<file path="src/hdl/chs_pkg.sv">
// Shared constants, types and helpers of the chamfer humidity spread unit.
`default_nettype none
package chs_pkg;

  localparam int MAX_WIDTH  = 256;
  localparam int MAX_HEIGHT = 256;
  localparam int MAX_DIM    = (MAX_WIDTH > MAX_HEIGHT) ? MAX_WIDTH : MAX_HEIGHT;
  localparam int CELLS      = MAX_WIDTH * MAX_HEIGHT;
  localparam int DIM_W      = $clog2(MAX_DIM + 1);
  localparam int CNT_W      = $clog2(CELLS + 1);
  localparam int ADDR_W     = $clog2(CELLS);

  localparam int VAL_W  = 16;
  localparam int SIZE_W = 9;

  localparam logic [VAL_W-1:0] ONE_Q15 = 16'd32768;

  localparam logic [SIZE_W-1:0] RST_WIDTH    = 9'd64;
  localparam logic [SIZE_W-1:0] RST_HEIGHT   = 9'd64;
  localparam logic [VAL_W-1:0]  RST_STRAIGHT = 16'd3277;
  localparam logic [VAL_W-1:0]  RST_DIAGONAL = 16'd4634;

  localparam logic [1:0] REG_WIDTH    = 2'd0;
  localparam logic [1:0] REG_HEIGHT   = 2'd1;
  localparam logic [1:0] REG_STRAIGHT = 2'd2;
  localparam logic [1:0] REG_DIAGONAL = 2'd3;

  localparam logic [1:0] OP_WRITE = 2'd0;
  localparam logic [1:0] OP_RUN   = 2'd1;
  localparam logic [1:0] OP_READ  = 2'd2;

  typedef struct packed {
    logic [DIM_W-1:0] w;
    logic [DIM_W-1:0] h;
    logic [CNT_W-1:0] cells;
    logic [VAL_W-1:0] s_drop;
    logic [VAL_W-1:0] d_drop;
  } chs_geom_t;

  typedef struct packed {
    logic              re;
    logic [ADDR_W-1:0] raddr;
    logic              we;
    logic [ADDR_W-1:0] waddr;
    logic [VAL_W-1:0]  wdata;
  } chs_mem_req_t;

  function automatic logic [DIM_W-1:0] clamp_dim(logic [SIZE_W-1:0] v, int hi);
    logic [DIM_W-1:0] res;
    if (v == '0) begin
      res = DIM_W'(1);
    end else if (32'(v) > hi) begin
      res = DIM_W'(hi);
    end else begin
      res = DIM_W'(v);
    end
    return res;
  endfunction

endpackage
`default_nettype wire

</file>
<file path="src/hdl/chs_sweep.sv">
// Sequencer and datapath of the forward and backward chamfer passes over the grid memory.
`default_nettype none
module chs_sweep (
  input  wire logic                         clk,
  input  wire logic                         rst_n,
  input  wire logic                         start,
  input  wire chs_pkg::chs_geom_t           geom,
  input  wire logic [chs_pkg::VAL_W-1:0]    rdata,
  output chs_pkg::chs_mem_req_t             req,
  output logic                              busy
);

  localparam logic [2:0] S_IDLE = 3'd0;
  localparam logic [2:0] S_RS   = 3'd1;
  localparam logic [2:0] S_P0   = 3'd2;
  localparam logic [2:0] S_P1   = 3'd3;
  localparam logic [2:0] S_DR   = 3'd4;

  logic [2:0]                  state_r, state_nxt;
  logic                        bwd_r, bwd_nxt;
  logic [chs_pkg::ADDR_W-1:0]  a_r, a_nxt;
  logic [chs_pkg::DIM_W-1:0]   k_r, k_nxt;
  logic [chs_pkg::DIM_W-1:0]   r_r, r_nxt;
  logic [chs_pkg::VAL_W-1:0]   self_r, self_nxt;
  logic [chs_pkg::VAL_W-1:0]   up_r, up_nxt;
  logic [chs_pkg::VAL_W-1:0]   ul_r, ul_nxt;
  logic [chs_pkg::VAL_W-1:0]   left_r, left_nxt;
  logic                        pend_v_r, pend_v_nxt;
  logic [chs_pkg::ADDR_W-1:0]  pend_addr_r, pend_addr_nxt;
  logic                        pf_prev_r, pf_prev_nxt;
  logic                        pf_vert_r, pf_vert_nxt;
  logic                        pf_td_r, pf_td_nxt;
  logic                        pf_ad_r, pf_ad_nxt;

  logic [chs_pkg::ADDR_W-1:0]  w_a;
  logic [chs_pkg::ADDR_W-1:0]  vert_addr;
  logic [chs_pkg::ADDR_W-1:0]  ahead_addr;
  logic                        last_col;
  logic                        last_row;
  logic                        first_row;
  logic [chs_pkg::VAL_W-1:0]   c_prev, c_vert, c_td, c_ad, m1, m2, m3, best;

  function automatic logic [chs_pkg::VAL_W-1:0] sat_sub(
    logic [chs_pkg::VAL_W-1:0] a, logic [chs_pkg::VAL_W-1:0] b);
    return (a > b) ? (a - b) : '0;
  endfunction

  function automatic logic [chs_pkg::VAL_W-1:0] max2(
    logic [chs_pkg::VAL_W-1:0] a, logic [chs_pkg::VAL_W-1:0] b);
    return (a > b) ? a : b;
  endfunction

  assign w_a        = chs_pkg::ADDR_W'(geom.w);
  assign vert_addr  = bwd_r ? (a_r + w_a) : (a_r - w_a);
  assign ahead_addr = bwd_r ? (a_r + w_a - chs_pkg::ADDR_W'(1))
                            : (a_r - w_a + chs_pkg::ADDR_W'(1));
  assign last_col   = (k_r == (geom.w - chs_pkg::DIM_W'(1)));
  assign last_row   = (r_r == (geom.h - chs_pkg::DIM_W'(1)));
  assign first_row  = (r_r == '0);

  assign c_prev = pf_prev_r ? sat_sub(left_r, geom.s_drop) : '0;
  assign c_vert = pf_vert_r ? sat_sub(up_r, geom.s_drop)   : '0;
  assign c_td   = pf_td_r   ? sat_sub(ul_r, geom.d_drop)   : '0;
  assign c_ad   = pf_ad_r   ? sat_sub(rdata, geom.d_drop)  : '0;
  assign m1     = max2(self_r, c_prev);
  assign m2     = max2(c_vert, c_td);
  assign m3     = max2(m1, m2);
  assign best   = max2(m3, c_ad);

  assign busy = (state_r != S_IDLE);

  always_comb begin
    state_nxt     = state_r;
    bwd_nxt       = bwd_r;
    a_nxt         = a_r;
    k_nxt         = k_r;
    r_nxt         = r_r;
    self_nxt      = self_r;
    up_nxt        = up_r;
    ul_nxt        = ul_r;
    left_nxt      = left_r;
    pend_v_nxt    = pend_v_r;
    pend_addr_nxt = pend_addr_r;
    pf_prev_nxt   = pf_prev_r;
    pf_vert_nxt   = pf_vert_r;
    pf_td_nxt     = pf_td_r;
    pf_ad_nxt     = pf_ad_r;
    req           = '0;
    unique case (state_r)
      S_IDLE: begin
        if (start) begin
          bwd_nxt   = 1'b0;
          a_nxt     = '0;
          k_nxt     = '0;
          r_nxt     = '0;
          state_nxt = S_RS;
        end
      end
      S_RS: begin
        req.re     = 1'b1;
        req.raddr  = vert_addr;
        pend_v_nxt = 1'b0;
        state_nxt  = S_P0;
      end
      S_P0: begin
        req.re    = 1'b1;
        req.raddr = a_r;
        if (pend_v_r) begin
          req.we    = 1'b1;
          req.waddr = pend_addr_r;
          req.wdata = best;
          left_nxt  = best;
        end
        up_nxt    = rdata;
        ul_nxt    = up_r;
        state_nxt = S_P1;
      end
      S_P1: begin
        req.re        = 1'b1;
        req.raddr     = ahead_addr;
        self_nxt      = rdata;
        pf_prev_nxt   = (k_r != '0);
        pf_vert_nxt   = !first_row;
        pf_td_nxt     = (k_r != '0) && !first_row;
        pf_ad_nxt     = !last_col && !first_row;
        pend_addr_nxt = a_r;
        pend_v_nxt    = 1'b1;
        a_nxt         = bwd_r ? (a_r - chs_pkg::ADDR_W'(1)) : (a_r + chs_pkg::ADDR_W'(1));
        if (last_col) begin
          state_nxt = S_DR;
        end else begin
          k_nxt     = k_r + chs_pkg::DIM_W'(1);
          state_nxt = S_P0;
        end
      end
      S_DR: begin
        req.we     = 1'b1;
        req.waddr  = pend_addr_r;
        req.wdata  = best;
        k_nxt      = '0;
        pend_v_nxt = 1'b0;
        if (last_row) begin
          if (bwd_r) begin
            state_nxt = S_IDLE;
          end else begin
            bwd_nxt   = 1'b1;
            a_nxt     = chs_pkg::ADDR_W'(geom.cells - chs_pkg::CNT_W'(1));
            r_nxt     = '0;
            state_nxt = S_RS;
          end
        end else begin
          r_nxt     = r_r + chs_pkg::DIM_W'(1);
          state_nxt = S_RS;
        end
      end
      default: begin
        state_nxt = S_IDLE;
      end
    endcase
  end

  always_ff @(posedge clk) begin
    if (!rst_n) begin
      state_r  <= S_IDLE;
      bwd_r    <= 1'b0;
      pend_v_r <= 1'b0;
    end else begin
      state_r  <= state_nxt;
      bwd_r    <= bwd_nxt;
      pend_v_r <= pend_v_nxt;
    end
  end

  always_ff @(posedge clk) begin
    a_r         <= a_nxt;
    k_r         <= k_nxt;
    r_r         <= r_nxt;
    self_r      <= self_nxt;
    up_r        <= up_nxt;
    ul_r        <= ul_nxt;
    left_r      <= left_nxt;
    pend_addr_r <= pend_addr_nxt;
    pf_prev_r   <= pf_prev_nxt;
    pf_vert_r   <= pf_vert_nxt;
    pf_td_r     <= pf_td_nxt;
    pf_ad_r     <= pf_ad_nxt;
  end

  a_no_same_addr: assert property (@(posedge clk) disable iff (!rst_n)
    (busy && req.we && req.re) |-> (req.waddr != req.raddr))
    else $error("sweep reads and writes the same cell in one cycle");

  a_write_captured: assert property (@(posedge clk) disable iff (!rst_n)
    req.we |-> pend_v_r)
    else $error("sweep writes a cell that was not read");

  a_end_after_bwd: assert property (@(posedge clk) disable iff (!rst_n)
    $fell(busy) |-> $past(bwd_r))
    else $error("sweep ended before the backward pass");

endmodule
`default_nettype wire

</file>
<file path="config.mk">
export PLATFORM = sky130hd
export DESIGN_NAME = chs_sweep
export DESIGN_NICKNAME = d
export VERILOG_FILES = /design/src/hdl/chs_pkg.sv /design/src/hdl/chs_sweep.sv
export SDC_FILE = /design/constraint.sdc
export NUM_CORES = 1
export LEC_CHECK = 0
export BUFFER_PORTS_ARGS = -buffer_cell sky130_fd_sc_hd__buf_4
export CAP_MARGIN = 5
export CORE_ASPECT_RATIO = 1.5
export CORE_MARGIN = 3
export CORE_UTILIZATION = 50
export DETAILED_ROUTE_END_ITERATION = 7
export HOLD_SLACK_MARGIN = 0.15
export PLACE_DENSITY_LB_ADDON = 0.05
export SETUP_SLACK_MARGIN = 0.15
export SLEW_MARGIN = 5
export SYNTH_ARGS = -nofsm -noshare
export SYNTH_HDL_FRONTEND = slang
export SYNTH_SLANG_ARGS = --single-unit
</file>
<file path="constraint.sdc">
create_clock -name clk -period 29.8 [get_ports clk]
set_input_delay 5.96 -clock clk [delete_from_list [all_inputs] [get_ports clk]]
set_output_delay 5.96 -clock clk [all_outputs]
set_load 0.005 [all_outputs]
</file>
==> impl_metrics.json <==
{
  "r2r_setup_slack_ns": 17.69,
  "fp.dieH_um": 210,
  "grt_max_degree": 45,
  "antenna_found_initial": 0,
  "p_leak_nw": 6.79,
  "maxCapViolations": 0,
  "finalNonFillerCells": 2127,
  "min_path_type": "register to register",
  "reg2reg_from": "ul_r[1]",
  "status": "complete, no violations",
  "startpoint": "geom[1]",
  "synth_edf_count": 118,
  "final_common_cell": "ha_1",
  "crit_fanout": 30,
  "clkTransAtPathRegs_ns": 0.06,
  "grt_pass1_vias": 12414,
  "worst_path_largest_cell_delay_ns": 0.70,
  "place.port_buffers": 135,
  "ys_seq_area_frac": 0.263,
  "critPathSlowestCell": "or2_2",
  "fin_util": 0.581,
  "power.internal_mw": 0.482,
  "wl_um": 41900,
  "numCtsBuffers": 17,
  "crit_end": "req[2]",
  "finalSetupTns_ns": 0,
  "cts-resized-gates": 0,
  "finalCritPeriodShare": 0.805,
  "overflow": 0,
  "async_flop_share": 0,
  "r2r_end": "left_r[12]",
  "dr.first_iter.drc_count": 684,
  "post_cts_buffers": 0,
  "io_pins": 137,
  "drive_above_1_share": 0.125,
  "fin_crit_ns": 24.00,
  "yosys_most_used_dff": "edfxtp_1",
  "path_class": "input port to output pin",
  "swShare": 0.392,
  "drc": 0,
  "r2r_cells": 46,
  "setup_violations": 0,
  "syn_to_final_growth_pct": 14.1,
  "slew_viol_final": 0,
  "critPathRequiredTime_ns": 23.84,
  "startpoint_type": "input port",
  "num_vias": 12497,
  "die_w_um": 142,
  "ys_types": 89,
  "grt_pass1_wl_um": 64700,
  "wl_per_cell_um": 19.7,
  "via_per_inst": 5.88,
  "crit_path_end_kind": "output pin",
  "cts.sinks": 123,
  "ant_nets": 0,
  "fin_worst_skew_ns": 0.00856,
  "post-place-cells": 2095,
  "cts_hold_buf": 0,
  "syn_inst": 1648,
  "powerDensity_mw_per_mm2": 50.2,
  "yosys_warnings": 0,
  "tritoncts": "done",
  "nets": 2029,
  "relSlewSlack": 0.223,
  "fillers": 2579,
  "power_frac_clock": 0.272,
  "layout_common_cells": "164 x ha_1, 149 x inv_1, 147 x buf_4",
  "p_sw_mw": 0.311,
  "antenna_cells": 0,
  "worstHoldPathCells": 0,
  "gp_congestion": 0.950,
  "rsz0062_at_grt": "no",
  "start_util": 0.509,
  "rows": 74,
  "arrival_ns": 18.04,
  "avgSynthCellArea_um2": 8.41,
  "clock_latency_ns": 0.44,
  "drt_pass1_iterations": 7,
  "root_buffer": "clkbuf_16",
  "place.detailed.hpwl_um": 34000,
  "max_freq_mhz": 41.7,
  "synth_seq_cells": 123,
  "seqPwrFrac": 0.271,
  "tightestPinTransition_ns": 1.15,
  "grt_util_all_layers": 0.279,
  "timing_hold_violations_final": 0,
  "vdd.ir_drop.worst_v": 0.0000431,
  "combPwrFrac": 0.457,
  "fp.dieArea_mm2": 0.0298,
  "cts_buffer_depth": 2,
  "cp_common_cell": "o21ai_0",
  "ctsHtreeMaxLevel": 4,
  "syn_area_mm2": 0.0139,
  "core-area_mm2": 0.0272,
  "syn_nets": 1905
}
-- kinds of logic after synthesis --
group,count (synthesis),share of synthesized area
compound gates,409,0.190
xor+xnor,153,0.0973
fa+ha+maj,171,0.158
buf+inv,193,0.0547
flops,123,0.263
mux,45,0.0370
simple gates,554,0.199
-- power groups by stage --
stage          clock network [mW]  logic (mW)  registers, mW
6_report                    0.215       0.363          0.215
5_1_grt                     0.224       0.399          0.216
4_1_cts                     0.218       0.361          0.215
3_5_place_dp                    0       0.359          0.219
3_3_place_gp                    0       0.357          0.218
2_1_floorplan                   0       0.278          0.212
-- how the worst min path moves through the flow --
| stage | from | endpoint | slack [ns] |
|---|---|---|---|
| final | up_r[0] | ul_r[0] | 0.46 |
| after global routing | up_r[0] | ul_r[0] | 0.46 |
| after CTS | up_r[0] | ul_r[0] | 0.46 |
| after detailed placement | up_r[6] | ul_r[6] | 0.45 |
| after global placement | up_r[6] | ul_r[6] | 0.44 |
| after floorplan | a_r[15] | pend_addr_r[15] | 0.42 |
-- layer usage --
layer	share of wire	GRT usage
met2	0.54	0.532
met3	0.038	0.0392
met1	0.38	0.296
met5	0	0
met4	0.050	0.133
-- state kept, by name, indices dropped and copies added, names as in the netlist --
name	flops
bwd_r	1
pf_td_r	1
up_r	16
pf_prev_r	1
pend_v_r	1
pf_vert_r	1
left_r	16
ul_r	16
pend_addr_r	16
k_r	9
self_r	16
state_r	3
r_r	9
a_r	16
pf_ad_r	1
-- per-stage QoR --
step / setup WS [ns] / cell area (um^2) / hold slack [ns] / power [mW]
final: 5.80 / 15800 / 0.455 / 0.793
after global routing: 4.92 / 15800 / 0.461 / 0.840
after CTS: 5.73 / 15800 / 0.456 / 0.794
after detailed placement: 5.76 / 15200 / 0.446 / 0.578
after global placement: 5.92 / 15200 / 0.440 / 0.575
after floorplan: 8.53 / 13900 / 0.424 / 0.491
-- final cells by class --
type                            instances  area (um^2)  share of cell area
Clock buffer                           17          425              0.0269
Sequential cell                       123         3640               0.231
Multi-Input combinational cell       1332         9470               0.599
Inverter                              151          567              0.0359
Clock inverter                         15          173              0.0109
Timing Repair Buffer                  147         1100              0.0698
Tap cell                              342          428              0.0271
-- critical path, delay by kind of cell --
kind                     cells  cell delay (ns)
multiplexers                 2             0.65
adder cells (fa/ha/maj)      4             1.26
buffers and inverters        6             0.97
AND/OR/NAND/NOR             15             3.65
AO/OA/AOI/OAI               22             5.51
-- synthesized netlist by cell type, types with 14 or more instances --
master    count  share of area
ha_1        164           0.15
inv_1       149          0.040
nor2_1      138          0.037
nand2_1     130          0.035
a21oi_1     126          0.046
edfxtp_1    118           0.26
xnor2_1     100          0.063
o21ai_0      92          0.033
xor2_1       52          0.033
nand3_1      44          0.016
clkbuf_1     36         0.0098
nor3_1       36          0.013
nand4_1      31          0.014
and2_1       30          0.014
mux2i_1      27          0.020
a21o_1       26          0.014
nand2b_1     26          0.012
and3_1       21         0.0095
nor2b_1      20         0.0090
o21bai_1     20          0.011
or3_1        19         0.0086
o22ai_1      16         0.0072
o21a_1       15         0.0081
o211ai_1     14         0.0076
No activity file was read; power rests on OpenSTA's default activity.
